File: src/rtl/bed_pkg.sv
// Shared constants for the button event detector: codes, register map and reset values.
`timescale 1ns / 1ps
package bed_pkg;

  localparam int unsigned TICK_W   = 32;
  localparam int unsigned WIN_W    = 16;
  localparam int unsigned EVENT_W  = 2;
  localparam int unsigned PHASE_W  = 2;
  localparam int unsigned APB_DW   = 32;
  localparam int unsigned APB_AW   = 4;
  localparam int unsigned REG_IDXW = 2;

  localparam logic [EVENT_W-1:0] EV_DOWN   = 2'd0;
  localparam logic [EVENT_W-1:0] EV_UP     = 2'd1;
  localparam logic [EVENT_W-1:0] EV_DOUBLE = 2'd2;
  localparam logic [EVENT_W-1:0] EV_HELD   = 2'd3;

  localparam logic [PHASE_W-1:0] PH_IDLE    = 2'd0;
  localparam logic [PHASE_W-1:0] PH_PRESS   = 2'd1;
  localparam logic [PHASE_W-1:0] PH_WAIT    = 2'd2;
  localparam logic [PHASE_W-1:0] PH_RELEASE = 2'd3;

  localparam logic [REG_IDXW-1:0] REG_INVERT = 2'd0;
  localparam logic [REG_IDXW-1:0] REG_WINDOW = 2'd1;
  localparam logic [REG_IDXW-1:0] REG_HOLD   = 2'd2;

  localparam logic [WIN_W-1:0] WINDOW_RST = 16'd500;
  localparam logic [WIN_W-1:0] HOLD_RST   = 16'd4000;

  typedef logic [TICK_W-1:0]  tick_t;
  typedef logic [WIN_W-1:0]   win_t;
  typedef logic [EVENT_W-1:0] event_t;
  typedef logic [PHASE_W-1:0] phase_t;

endpackage

File: src/rtl/bed_if.sv
// Valid/ready channel interfaces for polls in and events out.
`timescale 1ns / 1ps
interface bed_poll_if;
  import bed_pkg::*;

  logic  valid;
  logic  ready;
  tick_t now_ticks;
  logic  pin_level;

  modport source (output valid, output now_ticks, output pin_level, input ready);
  modport sink   (input valid, input now_ticks, input pin_level, output ready);
endinterface

interface bed_event_if;
  import bed_pkg::*;

  logic   valid;
  logic   ready;
  event_t event_code;

  modport source (output valid, output event_code, input ready);
  modport sink   (input valid, input event_code, output ready);
endinterface

File: src/rtl/button_event_detector_unit.sv
// Top level: push-button detector with down, up, double click and hold events.
//
//   channel  | dir | handshake          | payload
//   ---------+-----+--------------------+---------------------------
//   poll     | in  | valid/ready        | now_ticks[31:0], pin_level
//   evt      | out | valid/ready        | event_code[1:0]
//   apb      | in  | psel/penable/pready| paddr[3:0], pwdata, prdata
//
// One poll is accepted per cycle unless an event is stalled; its event, if any,
// appears in the output register on the next cycle, set by a 32-bit subtract and compare.
// Reset clears phase, press start, invert and out valid; presets window and hold.
// A stalled event holds the output register; a poll is still taken in the
// cycle the waiting event is taken, otherwise input ready drops.
`timescale 1ns / 1ps
module button_event_detector_unit (
  input  logic                      clk,
  input  logic                      rst,
  bed_poll_if.sink                  poll,
  bed_event_if.source               evt,
  input  logic                      psel,
  input  logic                      penable,
  input  logic                      pwrite,
  input  logic [bed_pkg::APB_AW-1:0] paddr,
  input  logic [bed_pkg::APB_DW-1:0] pwdata,
  output logic [bed_pkg::APB_DW-1:0] prdata,
  output logic                      pready
);
  import bed_pkg::*;

  logic   invert_level;
  win_t   double_click_window;
  win_t   hold_interval;

  phase_t phase;
  phase_t phase_next;
  tick_t  press_start;
  tick_t  press_start_next;

  logic   out_valid;
  event_t out_code;

  logic   poll_acc;
  logic   pressed;
  tick_t  elapsed;
  logic   emit;
  event_t code_next;
  logic   cfg_wr;
  logic [REG_IDXW-1:0] reg_idx;

  assign pready  = 1'b1;
  assign reg_idx = paddr[APB_AW-1:2];
  assign cfg_wr  = psel && penable && pwrite;

  always_ff @(posedge clk) begin
    if (rst) begin
      invert_level        <= 1'b0;
      double_click_window <= WINDOW_RST;
      hold_interval       <= HOLD_RST;
    end else if (cfg_wr) begin
      unique case (reg_idx)
        REG_INVERT: invert_level        <= pwdata[0];
        REG_WINDOW: double_click_window <= pwdata[WIN_W-1:0];
        REG_HOLD:   hold_interval       <= pwdata[WIN_W-1:0];
        default: ;
      endcase
    end
  end

  always_comb begin
    unique case (reg_idx)
      REG_INVERT: prdata = {{(APB_DW-1){1'b0}}, invert_level};
      REG_WINDOW: prdata = {{(APB_DW-WIN_W){1'b0}}, double_click_window};
      REG_HOLD:   prdata = {{(APB_DW-WIN_W){1'b0}}, hold_interval};
      default:    prdata = '0;
    endcase
  end

  assign poll.ready = !out_valid || evt.ready;
  assign poll_acc   = poll.valid && poll.ready;
  assign pressed    = poll.pin_level ^ invert_level;
  assign elapsed    = poll.now_ticks - press_start;

  always_comb begin
    phase_next       = phase;
    press_start_next = press_start;
    emit             = 1'b0;
    code_next        = EV_DOWN;
    unique case (phase)
      PH_IDLE: begin
        if (pressed) begin
          if (elapsed < {{(TICK_W-WIN_W){1'b0}}, double_click_window}) begin
            emit             = 1'b1;
            code_next        = EV_DOUBLE;
            press_start_next = poll.now_ticks;
          end
          phase_next = PH_PRESS;
        end
      end
      PH_PRESS: begin
        emit             = 1'b1;
        code_next        = EV_DOWN;
        press_start_next = poll.now_ticks;
        phase_next       = PH_WAIT;
      end
      PH_WAIT: begin
        if (!pressed) begin
          phase_next = PH_RELEASE;
        end
        if (elapsed > {{(TICK_W-WIN_W){1'b0}}, hold_interval}) begin
          emit             = 1'b1;
          code_next        = EV_HELD;
          press_start_next = poll.now_ticks;
        end
      end
      default: begin
        emit       = 1'b1;
        code_next  = EV_UP;
        phase_next = PH_IDLE;
      end
    endcase
  end

  always_ff @(posedge clk) begin
    if (rst) begin
      phase       <= PH_IDLE;
      press_start <= '0;
    end else if (poll_acc) begin
      phase       <= phase_next;
      press_start <= press_start_next;
    end
  end

  always_ff @(posedge clk) begin
    if (rst) begin
      out_valid <= 1'b0;
    end else if (poll_acc) begin
      out_valid <= emit;
    end else if (evt.ready) begin
      out_valid <= 1'b0;
    end
  end

  always_ff @(posedge clk) begin
    if (poll_acc && emit) begin
      out_code <= code_next;
    end
  end

  assign evt.valid      = out_valid;
  assign evt.event_code = out_code;

endmodule

File: src/flat_wrapper.sv
// flat-port wrapper written by rule: the top's interface ports become plain ports
module button_event_detector_unit_flat import bed_pkg::*;
  (clk, rst, psel, penable, pwrite, paddr, pwdata, prdata, pready, poll_valid, poll_now_ticks, poll_pin_level, poll_ready, evt_valid, evt_event_code, evt_ready);
  bed_poll_if poll_i ();
  bed_event_if evt_i ();
  input  logic clk;
  input  logic rst;
  input  logic psel;
  input  logic penable;
  input  logic pwrite;
  input  logic [bed_pkg::APB_AW-1:0] paddr;
  input  logic [bed_pkg::APB_DW-1:0] pwdata;
  output logic [bed_pkg::APB_DW-1:0] prdata;
  output logic pready;
  input wire logic [$bits(poll_i.valid)-1:0] poll_valid;
  input wire logic [$bits(poll_i.now_ticks)-1:0] poll_now_ticks;
  input wire logic [$bits(poll_i.pin_level)-1:0] poll_pin_level;
  output wire logic [$bits(poll_i.ready)-1:0] poll_ready;
  output wire logic [$bits(evt_i.valid)-1:0] evt_valid;
  output wire logic [$bits(evt_i.event_code)-1:0] evt_event_code;
  input wire logic [$bits(evt_i.ready)-1:0] evt_ready;
  assign poll_i.valid = poll_valid;
  assign poll_i.now_ticks = poll_now_ticks;
  assign poll_i.pin_level = poll_pin_level;
  assign poll_ready = poll_i.ready;
  assign evt_valid = evt_i.valid;
  assign evt_event_code = evt_i.event_code;
  assign evt_i.ready = evt_ready;
  button_event_detector_unit u_core (.clk(clk), .rst(rst), .poll(poll_i), .evt(evt_i), .psel(psel), .penable(penable), .pwrite(pwrite), .paddr(paddr), .pwdata(pwdata), .prdata(prdata), .pready(pready));
endmodule
File: config.mk
export PLATFORM = sky130hd
export DESIGN_NAME = button_event_detector_unit_flat
export DESIGN_NICKNAME = d
export VERILOG_FILES = /design/src/rtl/bed_pkg.sv /design/src/rtl/bed_if.sv /design/src/rtl/button_event_detector_unit.sv /design/src/flat_wrapper.sv
export SDC_FILE = /design/constraint.sdc
export NUM_CORES = 1
export LEC_CHECK = 0
export ABC_AREA = 1
export BUFFER_PORTS_ARGS = -buffer_cell sky130_fd_sc_hd__buf_2
export CELL_PAD_IN_SITES_DETAIL_PLACEMENT = 0
export CELL_PAD_IN_SITES_GLOBAL_PLACEMENT = 1
export CORE_ASPECT_RATIO = 0.8
export CORE_MARGIN = 3
export CORE_UTILIZATION = 39
export DETAILED_ROUTE_END_ITERATION = 8
export PLACE_DENSITY_LB_ADDON = 0.1
export SLEW_MARGIN = 30
export SYNTH_ARGS = -nofsm -noshare
export SYNTH_HDL_FRONTEND = slang
export SYNTH_SLANG_ARGS = --single-unit
File: constraint.sdc
create_clock -name clk -period 4.1 [get_ports clk]
set_clock_uncertainty 0.1 [all_clocks]
set_input_delay 0.205 -clock clk [delete_from_list [all_inputs] [get_ports clk]]
set_output_delay 0.205 -clock clk [all_outputs]
set_load 0.02 [all_outputs]
* Word level (Yosys, flattened, before mapping)
Cells that the tools add are included.
** Storage, ports and cells
- Bits in registers :: 70
- Output and inout port bits :: 37
** Cells by class
- Bitwise logic cells :: 1
- Add/subtract/negate cells :: 1
- Multiplexer cells :: 18
- Reductions and logical operators :: 15
- Equality and inequality tests :: 8
- $lt $le $gt $ge :: 2
** Operators with widths (count)
- $mux W32 :: 3
- $pmux W32 S3 :: 1
- $pmux W16 S3 :: 1
- $gt A32 B16 Y1 :: 1
- $lt A32 B16 Y1 :: 1
- $sub A32 B32 Y32 :: 1
- $pmux W2 S3 :: 2
- $mux W2 :: 5
- $ne A2 B1 Y1 const B :: 3
- $reduce_and A2 Y1 :: 3
- $mux W1 :: 5
- $reduce_and A5 Y1 :: 1
- $eq A2 B1 Y1 const B :: 2
- $eq A2 B2 Y1 const B :: 2
- $logic_and A1 B1 Y1 :: 4
- $logic_not A2 Y1 :: 2
- $reduce_and A3 Y1 :: 1
- $reduce_bool A3 Y1 :: 1
- $ne A2 B2 Y1 const B :: 1
- $pmux W1 S2 :: 1
- $reduce_bool A2 Y1 :: 1
- $logic_not A1 Y1 :: 1
- $logic_or A1 B1 Y1 :: 1
- $xor A1 B1 Y1 :: 1

* Depth between registers and ports, before layout
Gate-level depths: netlist of run 1.
- Depth after elaboration :: 6
- Gate-level depth with buffers :: 24

* Worst setup path before layout of run 1
No wires, ideal clock.
- Path kind :: reg2reg
- Start :: register u_core.press_start[2]
- End :: register u_core.press_start[10]
- Data arrival time :: 2.823 ns
- Slack :: 1.065 ns
- Required time :: 3.887 ns
- Stages on the path, launching flop included :: 22
- Cells stage by stage :: dfxtp_1 -> inv_1 -> ha_1 -> buf_6 -> a21oi_2 -> nand2_2 -> nand2_1 -> nand2_1 -> nand2_1 -> nand2_2 -> xor2_1 -> ha_1 -> a21oi_1 -> nor2_1 -> a2111o_1 -> a21oi_1 -> nand3_2 -> nand2_2 -> nand3_4 -> buf_4 -> nor2_1 -> nor2_1
** On the way
- Cells in the longest elaborated chain, start to end :: 4
- Elaborated cells on any way between the ends :: 6
** Ends and longest elaborated chain
- start: declaration :: line button_event_detector_unit.sv:36 : tick_t press_start;
- start signal: assignment :: line button_event_detector_unit.sv:129 : press_start <= press_start_next;
- $sub A32 B32 Y32 (*) :: line button_event_detector_unit.sv:81 : assign elapsed = poll.now_ticks - press_start;
- $gt A32 B16 Y1 or $lt A32 B16 Y1 (tied branches) :: line button_event_detector_unit.sv:109, button_event_detector_unit.sv:91
- $ne A2 B1 Y1 (no source line)
- $reduce_and A5 Y1 (no source line) (*)
Mark *: on every way between the ends. The rest lies on a longest branch, timed or not.
A chain may end at the register's enable or synchronous reset.

* Worst setup path after layout of run 1
- Start :: input port poll_now_ticks[13]
- End :: register u_core.press_start[0]
** On the way
- Cells in the longest elaborated chain, start to end :: 4
- Elaborated cells on any way between the ends :: 6
** Ends and longest elaborated chain
- start: declaration :: line flat_wrapper.sv:16 : input wire logic [$bits(poll_i.now_ticks)-1:0] poll_now_ticks;
- $sub A32 B32 Y32 (*) :: line button_event_detector_unit.sv:81
- $gt A32 B16 Y1 or $lt A32 B16 Y1 (tied branches) :: line button_event_detector_unit.sv:109, button_event_detector_unit.sv:91
- $ne A2 B1 Y1 (no source line)
- $reduce_and A5 Y1 (no source line) (*)
Marks and branches as above.

==> impl_results.md, run 1 <==
* Outcome: complete, no violations
* Power Internal at between 1.5 and 2 mW
* Post-synth top cells: 357 x nand2_1, 210 x inv_1, 117 x nor2_1
* Count leader, synth: nand2_1
* Aggregate global-route resource usage at roughly a fifth
* Design Area, Final at 7475 sq um
* R2R Path End: u_core.press_start[0]
* DIE AREA at roughly 18000 sq um
* Final slew viol count at 0
* Average wire per standard cell at 12.32 microns
* Dpl hpwl at around 13000 microns
* Initial antenna violation count at 0
* Final min period at roughly 3.7 ns
* Most used DFF post-synth: dfxtp_1
* Register bit total from synthesis at 70
* Vias/cell at between 4 and 5
* Fmax at 268.1 MHz
* Clk buf depth at 2
* # rows at around 40
* EDFF count, synth at 2
* Crit path DAT at about 3.9 ns
* R2R depth at 20
* Die width at approximately 150 microns
* Setup ws final at ~0.37 ns
* Final setup fails at 0
* Crit Path Category: in2reg
* Clock Sink Count at 70
* First-pass GRT wire length at approximately 28000 microns
* Number of port buffers at 77
* Worst-Margin Slew at 0.6439 ns
* Net Switching at approximately 1.2 mW
* Antenna Cells at 0
* DP Area at about 6900 sq um
* Origin of the critical flop-to-flop path: u_core.press_start[0]
* Clock transition at the registers of the reported paths at ~0.060 ns
* I/O Pins at approximately 110
* HP Class: in2reg
* TritonCTS Buffers at 9
* Post-synthesis sequential area ratio at between 20 and 25%
* Total negative slack at 0 ns
* Seq pwr share at 25.9%
* Req. time, crit path at about 4.3 ns
* Pre-CTS WS at between 0.4 and 0.5 ns
* CP Max Fanout at 53
* 1st-pass router iterations at 4
* Startpoint Class: primary input
* Clock Latency Late Sink at 0.35 ns
* Drt first-iter violations at roughly 380
* Post-CTS Setup Bufs at 0
* Initial Utilization at ~40%
* Yosys top cell by area: dfxtp_1
* Top cell type's share of synthesized area at a little over a fifth
* Total number of vias at 6303
* Post-Route WL at around 17000 microns
* Hold path startpoint: pwdata[9]
* Area grow syn2layout at 17.30%
* Mapped Cells at 1069
* Hold Crit Endpoint: u_core.hold_interval[9]
* Drt drc at 0
* Clock share of power at approximately 30%
* R2R setup slack at approximately 0.46 ns
* Ys Warns at 0
* Gate power share at between 40% and 50%
* Fin crit share at approximately 90%
* Slew headroom at between 50 and 60%
* GRT Residual Overflow at 0
* Power Density at between 300 and 400 nW/um^2
* Dominant cells by area after synthesis: dfxtp_1 21%, nand2_1 21%, ha_1 13%
* Die H at roughly 120 microns
* Critical path capture point type: flop
* Syn avg cell area at 5.961 sq um
* Vias in the first global route at approximately 5700
* Asr flop ratio synth at 0%
* CTS tree: built
* H-tree depth at 3
* Largest net degree at the start of global routing at 67
* Area of the core at ~16000 sq um
* Hold Path Depth at 3
* Sw frac at 41.08%
* P_leak at 4.272 nW
* Final nets at roughly 1300
* Post-synth cell types at 39
* Synthesized area at roughly 6400 sq um
* GP Congestion at about 0.81
* Peak VDD IR at approximately 0.18 mV
* Clk root buf: clkbuf_16
* Final hold violations at 0
* Antenna viol nets, final at 0
* Max capacitance violation total at 0
* RSZ-0062 raised after global routing: false
* Ratio of cells with drive above 1 in the final layout at between 10% and 20%
layer usage:
layer / GRT usage, % / share of wire [%] / vias to the layer above / wire, microns
li1: - / - / 3448 / -
met3: 3.597 / 5.1 / 14 / 876
met5: 0 / 0 / - / 0
met4: 4.974 / 1.3 / 0 / 230
met2: 28.06 / 38 / 134 / 6564
met1: 30.30 / 55 / 2707 / 9400
layout make-up:
cell class | instances | area (sq um)
Multi-Input combinational cell | 764 | 3959
Clock buffer | 10 | 250.2
Inverter | 213 | 802.0
Clock inverter | 6 | 75.07
Fill cell | 1751 | 8428
Sequential cell | 70 | 1421
Timing Repair Buffer | 108 | 698.2
Tap cell | 215 | 269.0
registers in the layout, summed over array words and instances (netlist names):
name	cells
u_core.evt.event_code	2
u_core.invert_level	1
u_core.double_click_window	16
u_core.evt.valid	1
u_core.press_start	32
u_core.hold_interval	16
u_core.phase	2
power groups by stage:
stage | Clock (mW) | Sequential (mW) | Combinational, mW
2_1_floorplan | 0 | 0.775 | 0.965
3_3_place_gp | 0 | 0.772 | 1.26
3_5_place_dp | 0 | 0.774 | 1.26
4_1_cts | 0.906 | 0.759 | 1.29
5_1_grt | 0.931 | 0.764 | 1.50
6_report | 0.878 | 0.758 | 1.29
through the flow:
stage | total power, mW | hold WS, ns | util, % | instances
2_1_floorplan | 1.740 | 0.1741 | - | 1084
3_3_place_gp | 2.032 | 0.3143 | 43.24 | 1343
3_5_place_dp | 2.038 | 0.3339 | 43.26 | 1343
4_1_cts | 2.957 | 0.0004802 | 47.00 | 1386
5_1_grt | 3.191 | 0.003588 | 47.00 | 1386
6_report | 2.923 | 0.006770 | 47.00 | 1386
how the worst max path moves through the flow:
stage | depth (start not counted) | to | from
global placement | 22 | u_core.press_start[9] | poll_now_ticks[0]
detailed placement | 22 | u_core.press_start[0] | poll_now_ticks[0]
floorplan | 21 | u_core.press_start[10] | u_core.press_start[2]
CTS | 22 | u_core.press_start[21] | poll_now_ticks[13]
global route | 22 | u_core.press_start[17] | poll_now_ticks[11]
finish | 22 | u_core.press_start[0] | poll_now_ticks[13]
placed cells by master, fill, tap and decap left out, drive strengths merged:
cell type,instances
a2111o,1
a211oi,2
a21oi,56
a31oi,1
and3,2
buf,81
bufinv,1
clkbuf,10
clkinv,2
clkinvlp,1
conb,17
dfxtp,68
dlygate4sd3,27
edfxtp,2
fa,1
ha,65
inv,215
nand2,366
nand3,38
nand3b,3
nand4,12
nor2,123
nor3,5
o211ai,14
o21a,2
o21ai,22
o21bai,1
o221ai,1
o22ai,15
or2,1
xnor2,3
xor2,13
worst max-delay path, stage by stage:
cell           delay [ns]
dlygate4sd3_1        0.53
buf_2                0.13
ha_1                 0.40
nand2_1              0.13
nor2_1               0.23
nand2_1              0.12
inv_1                0.06
nand2_1              0.05
nand2_1              0.10
xor2_1               0.29
ha_1                 0.31
nand2_1              0.09
nor2_1               0.05
a2111o_1             0.28
a21oi_1              0.21
nand3_2              0.10
nand2_2              0.08
nand3_4              0.08
buf_12               0.18
nand2_1              0.09
nand2_1              0.05
nor2_1               0.11
repair_timing:
item                                   CTS  global route
endpoints found under the hold margin   30             0
gates resized for setup                  0             0
hold buffers                            27             0
kinds of logic after synthesis:
logic type      after synthesis  synth area share (%)
other cells                   2                0.1179
simple gates                550                 35.54
compound gates              115                 10.31
xor+xnor                     16                 2.199
fa+ha+maj                    66                 13.08
buf+inv                     250                 16.45
flops                        70                 22.31
(Power assumes the default switching activity.)
==> inputs of run 2 (changes only) <==
==> constraint.sdc (replaced) <==
create_clock -name clk -period 4.1 [get_ports clk]
set_clock_uncertainty 0.1 [all_clocks]
set_input_delay 0.615 -clock clk [delete_from_list [all_inputs] [get_ports clk]]
set_output_delay 0.615 -clock clk [all_outputs]
set_load 0.02 [all_outputs]
==> impl_results.md, run 2 (synthesis gave the netlist of run 1 again) <==
* CTS resizes at 0
* R2R setup slack at about 0.46 ns
* Largest net degree at the start of global routing at 67
* Register area at approximately 1400 sq um
* Fmax at 268.1 MHz
* Fillcell total at between 1500 and 2000
* Clock transition at the registers of the reported paths at about 0.06 ns
* 1st-pass router iterations at 5
* Worst-Margin Slew at 0.6608 ns
* CTS tree: built
* Max capacitance violation total at 0
* Die width at 148.9 microns
* Critical path capture point type: flop
* Req. time, crit path at roughly 4.3 ns
* Startpoint Class: primary input
* Worst path bufs/invs at 4
* Most frequent cells in the layout: 357 x nand2_1, 209 x inv_1, 117 x nor2_1
* DIE AREA at roughly 18000 sq um
* Clk root buf: clkbuf_16
* Clk buf depth at 2
* RSZ-0062 raised after global routing: false
* R2R depth at 20
* Total negative slack at 0 ns
* Area of the core at between 15000 and 20000 sq um
* Final min period at 3.730 ns
* Die H at between 100 and 150 microns
* Area grow syn2layout at 13.41%
* Top Registers: u_core.press_start: 32 flops, u_core.double_click_window: 16 flops, u_core.hold_interval: 16 flops
* Ratio of cells with drive above 1 in the final layout at between 10% and 20%
* CP Capture Point: u_core.press_start[8]
* Top reg by flops: u_core.press_start
* Crit-path cells: buf_2 > inv_1 > ha_1 > fa_1 > inv_1 > nand3_1 > nand3_1 > nand3_1 > nand3_2 > xor2_1 > ha_1 > nand4_1 > a31oi_1 > nor3_1 > nand3_1 > nand2_1 > nand4_1 > nand3_4 > buf_12 > nand2_1 > nand2_1 > nor2_1
* Final nets at 1284
* Aggregate global-route resource usage at approximately a fifth
* Drt drc at 0
* Drt first-iter violations at around 280
* Total number of vias at 6149
* Final hold violations at 0
* Most common cell after layout, fill and taps aside: nand2_1
* Vias/cell at between 4 and 5
* TritonCTS Buffers at 9
* Post-Route WL at 16700 microns
* GP Congestion at 0.8409
* CP peak stage delay at about 0.4 ns
* Dpl hpwl at 13450 microns
* Outcome: complete, no violations
* Crit Path Category: in2reg
* Initial Utilization at ~40%
* CP Launch Point: poll_now_ticks[0]
* Clock Latency Late Sink at between 0.3 and 0.4 ns
* Peak VDD IR at approximately 0.2 mV
* First-pass GRT wire length at ~28000 microns
* Antenna Cells at 0
* Clock Sink Count at 70
* CP Max Fanout at 53
* Initial antenna violation count at 0
* Slew headroom at about 56%
* Crit path DAT at about 3.9 ns
* Post-CTS Setup Bufs at 0
* Post-CTS Hold Buffers at 0
* I/O Pins at 113
* Power Density at approximately 400 nW/um^2
* Average wire per standard cell at 12.26 microns
* Hold slack at a little under 0.4 ns
* Origin of the critical flop-to-flop path: u_core.press_start[0]
* Most used cell, CP: nand3_1
* Fin crit share at ~90%
* Multi-input gate area at around 4000 sq um
* Final setup fails at 0
* CP max stage cell: fa_1
* GRT Residual Overflow at 0
* Crit. path cell count at 22
* P_leak at 4.174 nW
* Vias in the first global route at 5371
* Largest register FFs at 32
* HP Class: in2reg
* # rows at between 40 and 50
* Antenna viol nets, final at 0
* Number of port buffers at 77
* CP top delay family: simple AND/OR/NAND/NOR gates
* H-tree depth at 3
* Final slew viol count at 0
* R2R Path End: u_core.press_start[8]
## run 2: cell type report
class                           count  area share [%]
Clock inverter                      6           1.039
Tap cell                          215           3.722
Multi-Input combinational cell    764           54.78
Sequential cell                    70           19.67
Clock buffer                       10           3.463
Inverter                          213           11.10
Timing Repair Buffer               84           6.233
## run 2: worst min-delay path by stage
stage | from | endpoint | slack (ns) | cells past startpoint
6_report | rst | u_core.evt.valid | 0.39 | 2
5_1_grt | rst | u_core.evt.valid | 0.39 | 2
4_1_cts | rst | u_core.evt.valid | 0.37 | 2
3_5_place_dp | u_core.double_click_window[12] | u_core.double_click_window[12] | 0.39 | 2
3_3_place_gp | u_core.double_click_window[12] | u_core.double_click_window[12] | 0.39 | 2
2_1_floorplan | u_core.double_click_window[10] | u_core.double_click_window[10] | 0.36 | 2
## run 2: report_power, final
group          internal (mW)  switching (mW)  total, mW  leakage, nW
clock                  0.518           0.353      0.872        0.157
combinational          0.456           0.825       1.28         3.44
sequential             0.742          0.0164      0.758        0.574
total                   1.72            1.19       2.91         4.17
## run 2: routing by layer
metal	vias to the layer above	wire length, microns	track usage, %
met5	-	0	0
met4	0	144	3.602
met3	10	882	3.260
met2	131	6339	26.62
met1	2606	9336	30.21
li1	3402	-	-
## run 2: through the flow
step / instances / setup slack, ns / area, sq um / util, % / total power [mW]
after floorplan: 1084 / 0.7103 / 6429 / - / 1.740
after global placement: 1346 / 0.07792 / 6899 / 43.38 / 2.045
after detailed placement: 1346 / 0.06623 / 6902 / 43.40 / 2.051
after CTS: 1362 / 0.4311 / 7227 / 45.44 / 2.941
after global routing: 1362 / 0.08640 / 7227 / 45.44 / 3.164
final: 1362 / 0.3702 / 7227 / 45.44 / 2.910
==> inputs of run 3 (changes only) <==
--- a/config.mk
+++ b/config.mk
@@ -13,6 +13,7 @@
 export CORE_MARGIN = 3
 export CORE_UTILIZATION = 39
 export DETAILED_ROUTE_END_ITERATION = 8
+export GPL_TIMING_DRIVEN = 0
 export PLACE_DENSITY_LB_ADDON = 0.1
 export SLEW_MARGIN = 30
 export SYNTH_ARGS = -nofsm -noshare
==> impl_results.md, run 3 (synthesis gave the netlist of run 1 again) <==
* TritonCTS Buffers at 9
* I/O Pins at roughly 110
* Ratio of cells with drive above 1 in the final layout at about an eighth
* Vias/cell at around 4.5
* Crit path DAT at 3.91 ns
* Largest net degree at the start of global routing at 13
* Slew headroom at approximately half
* Dpl hpwl at approximately 15000 microns
* Total number of vias at around 6300
* Antenna viol nets, final at 0
* Final min period at 3.768 ns
* Fin crit share at between 90 and 100%
* Post-CTS Hold Buffers at 0
* Power Density at approximately 400 nW/um^2
* 1st-pass router iterations at 5
* H-tree depth at 3
* Initial Utilization at 40.07%
* Outcome: complete, no violations
* Top Registers: u_core.press_start: 32 flops, u_core.double_click_window: 16 flops, u_core.hold_interval: 16 flops
* Startpoint Class: primary input
* Post-CTS Setup Bufs at 0
* CTS resizes at 0
* Worst-Margin Slew at between 0.7 and 0.8 ns
* Area of the core at between 15000 and 20000 sq um
* Drt first-iter violations at a little under 400
* Vias in the first global route at roughly 5800
* Number of port buffers at 77
* Largest register FFs at 32
* Fin util at 46.73%
* Clk root buf: clkbuf_16
* Antenna Cells at 0
* Final slew viol count at 0
* Area grow syn2layout at 16.61%
* # rows at between 40 and 50
* DIE AREA at between 15000 and 20000 sq um
* Most common cell after layout, fill and taps aside: nand2_1
* Final setup fails at 0
* Hold slack at 0.3749 ns
* Req. time, crit path at ~4.3 ns
* Clk buf depth at 2
* Clock Latency Late Sink at ~0.35 ns
* Die width at about 150 microns
* Fillcell total at 1754
* Final nets at 1314
* CP Max Fanout at 10
* Initial antenna violation count at 0
* P_leak at roughly 4.3 nW
* Design Area, Final at ~7400 sq um
* CTS tree: built
* First-pass GRT wire length at a little under 30000 microns
* Average wire per standard cell at between 10 and 15 microns
* Clock Sink Count at 70
* Post-Route WL at 18170 microns
* Most frequent cells in the layout: 357 x nand2_1, 210 x inv_1, 117 x nor2_1
* GRT Residual Overflow at 0
* Critical path capture point type: flop
* Top reg by flops: u_core.press_start
* Drt drc at 0
* Final hold violations at 0
* GP Congestion at just under 0.9
* Die H at 120.3 microns
* Aggregate global-route resource usage at between 20% and 30%
* Max capacitance violation total at 0
* Crit Path Category: in2reg
* Fmax at 265.4 MHz
* HP Class: in2reg
* RSZ-0062 raised after global routing: false
* Clock transition at the registers of the reported paths at 0.06 ns
* DP Area at about 7000 sq um
* Peak VDD IR at ~0.20 mV
run 3: layout make-up:
cell class	count	area, sq um	share of cell area, %
well taps	215	269.0	3.620
clock inverters	5	107.6	1.448
plain buffers	37	249.0	3.351
flip-flops and latches	70	1421	19.13
multi-input cells	764	3966	53.38
clock buffers	11	232.7	3.132
inverters	213	799.5	10.76
repair buffers	77	385.4	5.186
run 3: path summary, 6_finish.rpt:
kind / start / end / slack [ns] / cells past startpoint
hold / removal: rst / u_core.evt.valid / 0.37 / 2
setup / recovery: poll_now_ticks[0] / u_core.press_start[23] / 0.33 / 21
setup reg to reg: u_core.press_start[13] / u_core.press_start[23] / 0.42 / 20
hold reg to reg: u_core.hold_interval[3] / u_core.hold_interval[3] / 0.39 / 2
run 3: metal layers:
layer	track usage [%]	up-vias	share of wire, %
met1	32.19	2695	55
met4	5.718	0	2.0
li1	-	3466	-
met3	3.372	22	5.3
met5	0	-	0
met2	28.93	136	38
run 3: report_power, final:
part	internal (mW)	switching, mW	leakage [nW]
logic	0.468	0.843	3.55
registers	0.742	0.0162	0.574
clock network	0.598	0.332	0.164
total	1.81	1.19	4.29
run 3: metrics by stage:
stage	instances	total power [mW]	setup TNS, ns	setup slack (ns)
2_1_floorplan	1084	1.740	0	0.7103
3_5_place_dp	1376	2.076	-1.214	-0.05894
5_1_grt	1392	3.265	0	0.08086
4_1_cts	1392	3.027	0	0.3084
3_3_place_gp	1376	2.072	-0.7973	-0.04946
6_report	1392	2.998	0	0.3315
run 3: critical path: stages:
cell	delay, ns
buf_2	0.09
inv_1	0.04
ha_1	0.21
fa_1	0.41
inv_1	0.12
nand2_1	0.07
nand3_2	0.10
nand2_1	0.06
nand2_1	0.13
xor2_1	0.37
ha_1	0.31
nand2_1	0.07
nor2_1	0.05
a2111o_1	0.28
a21oi_1	0.20
nand3_2	0.11
nand2_2	0.08
nand3_4	0.19
buf_4	0.26
nor2_1	0.09
nor2_1	0.05
